### config.mk
export PLATFORM = sky130hd
export DESIGN_NAME = pixel_to_glyph_mapper_top
export DESIGN_NICKNAME = d
export VERILOG_FILES = /design/src/rtl/p2g_pkg.sv /design/src/rtl/p2g_luma.sv /design/src/rtl/pixel_to_glyph_mapper_top.sv
export SDC_FILE = /design/constraint.sdc
export NUM_CORES = 2
export LEC_CHECK = 0
export BUFFER_PORTS_ARGS = -buffer_cell sky130_fd_sc_hd__buf_2
export CORE_MARGIN = 2
export CORE_UTILIZATION = 50
export DETAILED_ROUTE_END_ITERATION = 6
export GPL_TIMING_DRIVEN = 0
export HOLD_SLACK_MARGIN = 0.02
export PLACE_DENSITY = 0.66
export SYNTH_ARGS = -nofsm -noshare
export SYNTH_HDL_FRONTEND = slang
export SYNTH_SLANG_ARGS = --single-unit
### constraint.sdc
create_clock -name clk -period 7.6 [get_ports clk]
set_input_delay 1.52 -clock clk [delete_from_list [all_inputs] [get_ports clk]]
set_output_delay 1.52 -clock clk [all_outputs]
set_load 0.01 [all_outputs]
### src/rtl/p2g_pkg.sv
// Shared types and constants for the pixel-to-glyph mapper.
`timescale 1ns / 1ps
package p2g_pkg;

  // Field widths fixed by the interface
  localparam int unsigned PIXW  = 8;   // color and alpha components
  localparam int unsigned SYMW  = 8;   // glyph / symbol code
  localparam int unsigned LVLW  = 6;   // level field of a load word
  localparam int unsigned IWW   = 13;  // image width register
  localparam int unsigned SUMW  = 15;  // 30*r + 59*g + 11*b < 2^15
  localparam int unsigned DIVW  = 23;  // luma divisor width
  localparam int unsigned CFGIW = 1;   // register index width
  localparam int unsigned CFGDW = 13;  // register data width

  // Luma weights and divisor (100 * 255 * 255)
  localparam logic [SUMW-1:0] WT_RED   = SUMW'(30);
  localparam logic [SUMW-1:0] WT_GREEN = SUMW'(59);
  localparam logic [SUMW-1:0] WT_BLUE  = SUMW'(11);
  localparam logic [DIVW-1:0] LUMA_DIV = DIVW'(6502500);

  // Divide by LUMA_DIV as a multiply by ceil(2^54 / LUMA_DIV) and a shift;
  // exact for every product below 2^31
  localparam int unsigned     RCPW       = 32;
  localparam int unsigned     LUMA_SHIFT = 54;
  localparam logic [RCPW-1:0] LUMA_RECIP = 32'd2770380394;

  // Alpha used when the image carries no alpha channel
  localparam logic [PIXW-1:0] ALPHA_OPAQUE = 8'hFF;

  // Symbol emitted at the start of a skipped row
  localparam logic [SYMW-1:0] NEWLINE_CODE = 8'd10;

  // Level search groups levels in blocks of eight
  localparam int unsigned GRP  = 8;
  localparam int unsigned GRPW = 3;

  // Word kinds
  localparam logic KIND_LOAD  = 1'b0;
  localparam logic KIND_PIXEL = 1'b1;

  // Register indexes
  localparam logic [CFGIW-1:0] REG_IMAGE_WIDTH   = 1'b0;
  localparam logic [CFGIW-1:0] REG_ALPHA_PRESENT = 1'b1;

  // Top-level sequencer
  typedef enum logic [5:0] {
    ST_IDLE  = 6'b000001,
    ST_LUMA  = 6'b000010,
    ST_SRCH1 = 6'b000100,
    ST_SRCH2 = 6'b001000,
    ST_READ  = 6'b010000,
    ST_EMIT  = 6'b100000
  } ctl_state_t;

  // Luma unit sequencer
  typedef enum logic [3:0] {
    LS_IDLE  = 4'b0001,
    LS_MUL1  = 4'b0010,
    LS_MUL2  = 4'b0100,
    LS_SCALE = 4'b1000
  } luma_state_t;

endpackage

### src/rtl/p2g_luma.sv
// Luma level unit: weighted sum times top level times alpha, scaled by 1/(100*255*255).
`timescale 1ns / 1ps
module p2g_luma import p2g_pkg::*; #(
  parameter int unsigned LW = 6
) (
  input  logic            clk,
  input  logic            rst_n,
  input  logic            start,
  input  logic [SUMW-1:0] sum,
  input  logic [PIXW-1:0] alpha,
  input  logic [LW-1:0]   top,     // held stable by the caller while busy
  output logic            done,
  output logic [LW-1:0]   idx
);

  localparam int unsigned P1W = SUMW + LW;
  localparam int unsigned PW  = SUMW + LW + PIXW;
  localparam int unsigned SW  = PW + RCPW;

  luma_state_t      state_r, state_nxt;
  logic [SUMW-1:0]  sum_r;
  logic [PIXW-1:0]  alpha_r;
  logic [P1W-1:0]   prod1_r;
  logic [PW-1:0]    prod2_r;
  logic [SW-1:0]    scaled;
  logic [LW-1:0]    q_r;
  logic             done_r;

  assign scaled = SW'(prod2_r) * SW'(LUMA_RECIP);
  assign done   = done_r;
  assign idx    = q_r;

  // Sequence: capture, two multiplies, then the reciprocal multiply
  always_comb begin
    state_nxt = state_r;
    case (state_r)
      LS_IDLE:  if (start) state_nxt = LS_MUL1;
      LS_MUL1:  state_nxt = LS_MUL2;
      LS_MUL2:  state_nxt = LS_SCALE;
      LS_SCALE: state_nxt = LS_IDLE;
      default:  state_nxt = LS_IDLE;
    endcase
  end

  always_ff @(posedge clk) begin
    if (!rst_n) begin
      state_r <= LS_IDLE;
      done_r  <= 1'b0;
    end else begin
      state_r <= state_nxt;
      done_r  <= (state_r == LS_SCALE);
    end
  end

  // Datapath
  always_ff @(posedge clk) begin
    case (state_r)
      LS_IDLE: begin
        if (start) begin
          sum_r   <= sum;
          alpha_r <= alpha;
        end
      end
      LS_MUL1: begin
        prod1_r <= P1W'(sum_r) * P1W'(top);
      end
      LS_MUL2: begin
        prod2_r <= PW'(prod1_r) * PW'(alpha_r);
      end
      LS_SCALE: begin
        // quotient never exceeds top, so LW bits hold it
        q_r <= scaled[LUMA_SHIFT +: LW];
      end
      default: begin
        q_r <= q_r;
      end
    endcase
  end

endmodule

### src/rtl/pixel_to_glyph_mapper_top.sv
// Pixel-to-glyph mapper: glyph table, raster position and result sequencing.
`timescale 1ns / 1ps
// Usage:
//   The in_ channel carries two kinds of word. A load word (in_kind = 0)
//   stores in_glyph for table level in_level; a pixel word (in_kind = 1)
//   maps in_red/green/blue/alpha to the glyph of the largest loaded level
//   not above its scaled luma, else of the lowest loaded level. Odd rows
//   are skipped: their first pixel yields a newline code, the rest yield
//   nothing. The out_ channel carries out_symbol and out_table_empty.
//   cfg_ writes image_width and alpha_present; cfg_ready is always high.
//   Writes must go only while idle; the block itself does not enforce it.
//   Timing: a load or a skipped pixel does not raise in_stall. A newline or
//   empty-table pixel goes to the emit state; out_valid rises once the
//   output register is free. A drawn pixel passes two operand multiplies,
//   the reciprocal multiply for the divide by 100*255*255, the done
//   handoff, two search steps, the glyph memory read and the pending result
//   load. One word is in flight at a time; in_stall is high while it is.
//   A finished result sits in the output register; while out_stall holds
//   it, the next word is still accepted and runs up to its own result.
//   Synchronous reset empties the table, clears position and output valid,
//   and sets image_width to 1 and alpha_present to 1.
module pixel_to_glyph_mapper_top import p2g_pkg::*; #(
  parameter int unsigned LEVELS    = 64,
  parameter int unsigned MAX_WIDTH = 4096
) (
  input  logic             clk,
  input  logic             rst_n,
  // input words
  input  logic             in_valid,
  output logic             in_stall,
  input  logic             in_kind,
  input  logic [LVLW-1:0]  in_level,
  input  logic [SYMW-1:0]  in_glyph,
  input  logic [PIXW-1:0]  in_red,
  input  logic [PIXW-1:0]  in_green,
  input  logic [PIXW-1:0]  in_blue,
  input  logic [PIXW-1:0]  in_alpha,
  input  logic             in_frame_start,
  // result words
  output logic             out_valid,
  input  logic             out_stall,
  output logic [SYMW-1:0]  out_symbol,
  output logic             out_table_empty,
  // register writes
  input  logic             cfg_valid,
  output logic             cfg_ready,
  input  logic [CFGIW-1:0] cfg_index,
  input  logic [CFGDW-1:0] cfg_data
);

  localparam int unsigned LW   = $clog2(LEVELS);
  localparam int unsigned XW   = ((LW > LVLW) ? LW : LVLW) + 1;
  localparam int unsigned NG   = (LEVELS + GRP - 1) / GRP;
  localparam int unsigned PADN = NG * GRP;
  localparam int unsigned CW   = (MAX_WIDTH > 1) ? $clog2(MAX_WIDTH) : 1;
  localparam int unsigned MWW  = $clog2(MAX_WIDTH + 1);
  localparam int unsigned WW   = (MWW > IWW) ? MWW : IWW;

  ctl_state_t        state_r, state_nxt;

  // configuration
  logic [IWW-1:0]    image_width_r;
  logic              alpha_present_r;

  // table bookkeeping
  logic [LEVELS-1:0] present_r;
  logic [LW-1:0]     top_r;
  logic [LW-1:0]     low_r;
  logic              any_r;
  logic [SYMW-1:0]   glyph_mem [LEVELS];
  logic [SYMW-1:0]   rd_data_r;

  // raster position
  logic [CW-1:0]     column_r, column_nxt;
  logic              odd_r, odd_nxt;

  // pending result and output register
  logic [SYMW-1:0]   pend_sym_r;
  logic              pend_empty_r;
  logic              out_valid_r;
  logic [SYMW-1:0]   out_symbol_r;
  logic              out_empty_r;

  // search tree stage
  logic              hit_r [NG];
  logic [GRPW-1:0]   pos_r [NG];
  logic              hit_c [NG];
  logic [GRPW-1:0]   pos_c [NG];
  logic [PADN-1:0]   pres_pad;
  logic [LW-1:0]     sel_lvl;

  // luma unit hookup
  logic              luma_start;
  logic              luma_done;
  logic [LW-1:0]     luma_idx;
  logic [SUMW-1:0]   sum_c;
  logic [PIXW-1:0]   alpha_c;

  // accept decode
  logic              in_acc, ld_acc, px_acc, ld_ok;
  logic [XW-1:0]     level_x;
  logic [LW-1:0]     ld_lvl;
  logic [CW-1:0]     col0;
  logic              odd0;
  logic              emit_nl, emit_empty, draw;
  logic [WW-1:0]     w_eff;
  logic              row_end;
  logic              out_free;

  assign in_stall   = (state_r != ST_IDLE);
  assign in_acc     = in_valid && !in_stall;
  assign ld_acc     = in_acc && (in_kind == KIND_LOAD);
  assign px_acc     = in_acc && (in_kind == KIND_PIXEL);
  assign level_x    = XW'(in_level);
  assign ld_ok      = ld_acc && (level_x < XW'(LEVELS));
  assign ld_lvl     = level_x[LW-1:0];
  assign cfg_ready  = 1'b1;
  assign out_free   = !out_valid_r || !out_stall;

  assign out_valid       = out_valid_r;
  assign out_symbol      = out_symbol_r;
  assign out_table_empty = out_empty_r;

  // Classify a pixel against the position it lands on
  assign col0       = in_frame_start ? '0 : column_r;
  assign odd0       = in_frame_start ? 1'b0 : odd_r;
  assign emit_nl    = odd0 && (col0 == '0);
  assign emit_empty = !odd0 && !any_r;
  assign draw       = !odd0 && any_r;
  assign luma_start = px_acc && draw;

  // Effective row width, clamped to one..MAX_WIDTH
  always_comb begin
    w_eff = WW'(image_width_r);
    if (w_eff == '0) w_eff = WW'(1);
    if (w_eff > WW'(MAX_WIDTH)) w_eff = WW'(MAX_WIDTH);
    row_end = (WW'(col0) + WW'(1)) >= w_eff;
  end

  // Advance the raster position on each pixel
  always_comb begin
    column_nxt = column_r;
    odd_nxt    = odd_r;
    if (px_acc) begin
      if (row_end) begin
        column_nxt = '0;
        odd_nxt    = !odd0;
      end else begin
        column_nxt = col0 + CW'(1);
        odd_nxt    = odd0;
      end
    end
  end

  // Luma operands
  assign sum_c   = WT_RED * SUMW'(in_red) + WT_GREEN * SUMW'(in_green)
                 + WT_BLUE * SUMW'(in_blue);
  assign alpha_c = alpha_present_r ? in_alpha : ALPHA_OPAQUE;

  p2g_luma #(
    .LW(LW)
  ) u_luma (
    .clk   (clk),
    .rst_n (rst_n),
    .start (luma_start),
    .sum   (sum_c),
    .alpha (alpha_c),
    .top   (top_r),
    .done  (luma_done),
    .idx   (luma_idx)
  );

  // Sequencer
  always_comb begin
    state_nxt = state_r;
    case (state_r)
      ST_IDLE: begin
        if (px_acc) begin
          if (emit_nl || emit_empty) state_nxt = ST_EMIT;
          else if (draw)             state_nxt = ST_LUMA;
        end
      end
      ST_LUMA:  if (luma_done) state_nxt = ST_SRCH1;
      ST_SRCH1: state_nxt = ST_SRCH2;
      ST_SRCH2: state_nxt = ST_READ;
      ST_READ:  state_nxt = ST_EMIT;
      ST_EMIT:  if (out_free) state_nxt = ST_IDLE;
      default:  state_nxt = ST_IDLE;
    endcase
  end

  // Control state, configuration and table flags
  always_ff @(posedge clk) begin
    if (!rst_n) begin
      state_r         <= ST_IDLE;
      image_width_r   <= IWW'(1);
      alpha_present_r <= 1'b1;
      present_r       <= '0;
      top_r           <= '0;
      low_r           <= '0;
      any_r           <= 1'b0;
      column_r        <= '0;
      odd_r           <= 1'b0;
      out_valid_r     <= 1'b0;
    end else begin
      state_r  <= state_nxt;
      column_r <= column_nxt;
      odd_r    <= odd_nxt;

      if (cfg_valid && cfg_ready) begin
        case (cfg_index)
          REG_IMAGE_WIDTH:   image_width_r   <= cfg_data[IWW-1:0];
          REG_ALPHA_PRESENT: alpha_present_r <= cfg_data[0];
          default:           alpha_present_r <= alpha_present_r;
        endcase
      end

      // mark a level loaded, track the highest and lowest loaded levels
      if (ld_ok) begin
        present_r[ld_lvl] <= 1'b1;
        any_r             <= 1'b1;
        if (!any_r || (ld_lvl > top_r)) top_r <= ld_lvl;
        if (!any_r || (ld_lvl < low_r)) low_r <= ld_lvl;
      end

      // output register: fill from the pending result, drop when taken
      if ((state_r == ST_EMIT) && out_free) out_valid_r <= 1'b1;
      else if (!out_stall)                  out_valid_r <= 1'b0;
    end
  end

  // Glyph memory: write on load, registered read of the selected level
  always_ff @(posedge clk) begin
    if (ld_ok) glyph_mem[ld_lvl] <= in_glyph;
    if (state_r == ST_SRCH2) rd_data_r <= glyph_mem[sel_lvl];
  end

  // Search stage one: per group, the highest loaded level not above the index
  assign pres_pad = PADN'(present_r);

  always_comb begin
    for (int g = 0; g < NG; g++) begin
      hit_c[g] = 1'b0;
      pos_c[g] = '0;
      for (int b = 0; b < GRP; b++) begin
        if (pres_pad[g*GRP + b] && ((g*GRP + b) <= int'(luma_idx))) begin
          hit_c[g] = 1'b1;
          pos_c[g] = GRPW'(b);
        end
      end
    end
  end

  always_ff @(posedge clk) begin
    if (state_r == ST_SRCH1) begin
      for (int g = 0; g < NG; g++) begin
        hit_r[g] <= hit_c[g];
        pos_r[g] <= pos_c[g];
      end
    end
  end

  // Search stage two: highest hitting group, else the lowest loaded level
  always_comb begin
    sel_lvl = low_r;
    for (int g = 0; g < NG; g++) begin
      if (hit_r[g]) sel_lvl = LW'(g*GRP + int'(pos_r[g]));
    end
  end

  // Pending result: immediate codes at accept, glyph after the read
  always_ff @(posedge clk) begin
    if (px_acc) begin
      pend_sym_r   <= emit_nl ? NEWLINE_CODE : '0;
      pend_empty_r <= emit_empty;
    end else if (state_r == ST_READ) begin
      pend_sym_r   <= rd_data_r;
      pend_empty_r <= 1'b0;
    end
    if ((state_r == ST_EMIT) && out_free) begin
      out_symbol_r <= pend_sym_r;
      out_empty_r  <= pend_empty_r;
    end
  end

endmodule

==> metrics.yaml <==
status: "finished, final reports clean"
yosysSeqAreaShare_pct: 40.9
ios: 79
startpoint: "u_luma.prod2_r[20]$_DFFE_PP_"
drv_cap: 0
first_pass_iters: 6
drc_errors: 0
worst-path-buf-inv: 2
grt_max_degree: 65
cts_buffers: 76
synth_ff_type: "edfxtp_1"
post-dp-hpwl_mm: 107
hp-class: "reg2reg"
wire_per_inst_um: 21.5
drive_gt1_share_pct: 6.25
finalSetupTns_ns: 0
track_usage_pct: 25.6
power.density_nw_per_um2: 189
synth_area_leaders: "edfxtp_1 (37%), fa_1 (18%), ha_1 (13%)"
area_growth_pct: 9.30
core_sq_um: 106000
dieArea_sq_um: 109000
yosysTopAreaCellShare_pct: 36.6
min_from: "pend_sym_r[5]$_SDFFCE_PP0P_"
grt_pass1_wl_mm: 211
finClkSkew_ns: 0.0421
drv_slew: 0
start_util_pct: 50.5
cp_slowest_cell: "ha_1"
antenna_found_initial: 6
clock_latency_ns: 0.67
finalCritPeriodShare_pct: 96.5
crit_top_cell: "fa_1"
p_leak_uw: 0.0253
cts.sinks: 765
syn-cell-area_sq_um: 53300
overflow: 0
rows: 119
drt-vias-per-instance: 5.62
ir_drop_mv: 0.313
cp.required_ns: 7.98
syn_inst: 4795
relSlewSlack_pct: 5.77
port_buffers: 77
cts_buffer_depth: 3
timing.final.crit_period_ns: 7.33
cts_tree: "done"
start_kind: "register"
fillers: 8885
whs_ns: 0.419
path_cells: "ha_1 -> ha_1 -> fa_1 -> inv_1 -> fa_1 -> fa_1 -> fa_1 -> inv_1 -> fa_1 -> ha_1 -> ha_1 -> and3_1 -> nand3_1 -> or4_1 -> o21ai_0 -> a211oi_2 -> a21oi_2 -> o41ai_4 -> o21bai_1 -> xor2_1"
htreeDepth: 3
critPathCaptureType: "register"
synthesis.nets: 5881
dr.first_iter.drc_count: 3538
wl_mm: 138
synth_edf_count: 649
synth_cell_type_count: 80
gp_congestion: 0.931
synth-seq-cells: 765
first_global_vias: 35900
avgSynthCellArea_sq_um: 11.1
slowest_delay_ns: 0.71
synthArstFlopShare_pct: 0
post-route-util_pct: 55.2
vias: 36200
crit_fanout: 7
critPathKind: "reg2reg"
arrival_ns: 7.71
r2r_start: "u_luma.prod2_r[20]$_DFFE_PP_"
die_h_um: 331
detail-route-antenna-nets: 0
fmax_mhz: 136
path_clk_slew_ns: 0.06
finalHoldViolCount: 0
critPathTopFamily: "adder cells"
cts-root-buf: "clkbuf_16"
ys_warn_count: 0
nNetsFinal: 6065
tightest_slew_ns: 1.41
r2r_setup_slack_ns: 0.27
dieWidth_um: 331
finalSetupViolCount: 0
synth_top_area_cell: "edfxtp_1"
## cells by family (layout without fill, tap and decap cells)
| logic type | count (synthesis) | after routing | synth area share, % |
|---|---|---|---|
| AO/OA/AOI/OAI | 591 | 591 | 7.78 |
| flip-flops | 765 | 765 | 40.9 |
| multiplexers | 53 | 53 | 1.01 |
| XOR/XNOR | 70 | 70 | 1.15 |
| buffers and inverters | 856 | 1101 | 6.25 |
| AND/OR/NAND/NOR | 1440 | 1440 | 12.2 |
| other | 1 | 4 | 0.00703 |
| adder cells (fa/ha/maj) | 1019 | 1019 | 30.7 |
## synth_stat cells (23+ instances only)
library cell  number
nor2b_1           28
nor3_1            23
a21oi_1           88
o211ai_1          25
nand3_1          124
dfxtp_1          116
o21a_1            25
a311oi_1          45
xnor2_1           51
and2_1           114
buf_2             33
and3_1            81
edfxtp_1         649
ha_1             535
fa_1             484
nor2_1           295
inv_1            692
mux2i_1           48
a211oi_1          80
o21ai_0           95
clkbuf_1         109
nand2_1          660
a21o_1            55
a31oi_1           39
nand2b_1          25
## per-stage QoR
step / power (uW) / instances / instance area (sq um) / setup slack [ns]
6_report: 11000 / 6434 / 58300 / 0.268
3_5_place_dp: 7330 / 6272 / 55500 / -0.721
2_1_floorplan: 6790 / 4795 / 53300 / 0.834
5_1_grt: 11600 / 6431 / 58300 / -0.0264
3_3_place_gp: 7270 / 6263 / 55400 / -0.573
4_1_cts: 11100 / 6417 / 58100 / 0.0135
## report_power, final
part / total, uW / leakage, uW / switching, uW / internal [uW]
combinational: 2430 / 0.0173 / 1350 / 1080
sequential: 4800 / 0.00674 / 49.9 / 4750
clock: 3810 / 0.00123 / 1680 / 2130
## metal layers
layer | track usage [%] | vias to the layer above | part of all wire (%)
met4 | 8.17 | 8 | 3.1
met3 | 3.70 | 205 | 8.2
met1 | 37.3 | 17900 | 44
met5 | 0 | - | 0.037
li1 | - | 16700 | -
met2 | 39.6 | 1435 | 44
## flip-flops by register name, indices dropped and copies added (netlist names), 12 cells and up
register / flops
column_r: 12
glyph_mem: 512
image_width_r: 13
pos_r: 24
pres_pad: 64
u_luma.prod1_r: 21
u_luma.prod2_r: 29
u_luma.sum_r: 15
## area by class of cell
type / count / area, sq um / area share, %
flip-flops and latches: 765 / 21800 / 37.4
plain buffers: 164 / 736 / 1.26
diodes: 3 / 7.51 / 0.0129
repair buffers: 106 / 634 / 1.09
multi-input cells: 3174 / 28200 / 48.4
inverters: 692 / 2600 / 4.46
clock inverters: 52 / 562 / 0.964
clock buffers: 87 / 1960 / 3.37
well taps: 1391 / 1740 / 2.99
## layout by cell type, fill, tap and decap left out, drive strengths merged, types with 23 or more instances in the layout
cell / synthesis / layout
edfxtp: 649 / 649
nor2: 299 / 299
a31oi: 39 / 39
and3: 81 / 81
clkinv: 0 / 35
clkbuf: 109 / 196
mux2i: 48 / 48
o21a: 25 / 25
o21ai: 97 / 97
nand2: 661 / 661
a311oi: 45 / 45
nor3: 23 / 23
a21oi: 88 / 88
nand3: 124 / 124
a21o: 55 / 55
ha: 535 / 535
xnor2: 51 / 51
o211ai: 25 / 25
fa: 484 / 484
and2: 115 / 115
a211oi: 81 / 81
inv: 692 / 698
dfxtp: 116 / 116
nand2b: 25 / 25
nor2b: 28 / 28
buf: 55 / 161
## timing repair
| item | in CTS | in global routing |
|---|---|---|
| resized for setup | 3 | 1 |
| setup endpoints to repair | 4 | 5 |
| hold buffers | 0 | 0 |
| setup buffers | 6 | 13 |
| cloned | 0 | 0 |
## worst paths after layout
check,endpoint,cells past startpoint
min reg2reg,out_symbol[5]$_DFFE_PP_,0
max,u_luma.idx[4]$_DFFE_PP_,20
max reg2reg,u_luma.idx[4]$_DFFE_PP_,20
min,out_symbol[5]$_DFFE_PP_,0
## worst register-to-register path, stage by stage, from the launching register on
cell and delay, ns:
edfxtp_1 0.65, ha_1 0.71, ha_1 0.33, fa_1 0.49, inv_1 0.06, fa_1 0.50
fa_1 0.53, fa_1 0.55, inv_1 0.05, fa_1 0.47, ha_1 0.30, ha_1 0.28
and3_1 0.18, nand3_1 0.22, or4_1 0.56, o21ai_0 0.23, a211oi_2 0.17, a21oi_2 0.36
o41ai_4 0.16, o21bai_1 0.20, xor2_1 0.09
No activity file was read; power rests on OpenSTA's default activity.
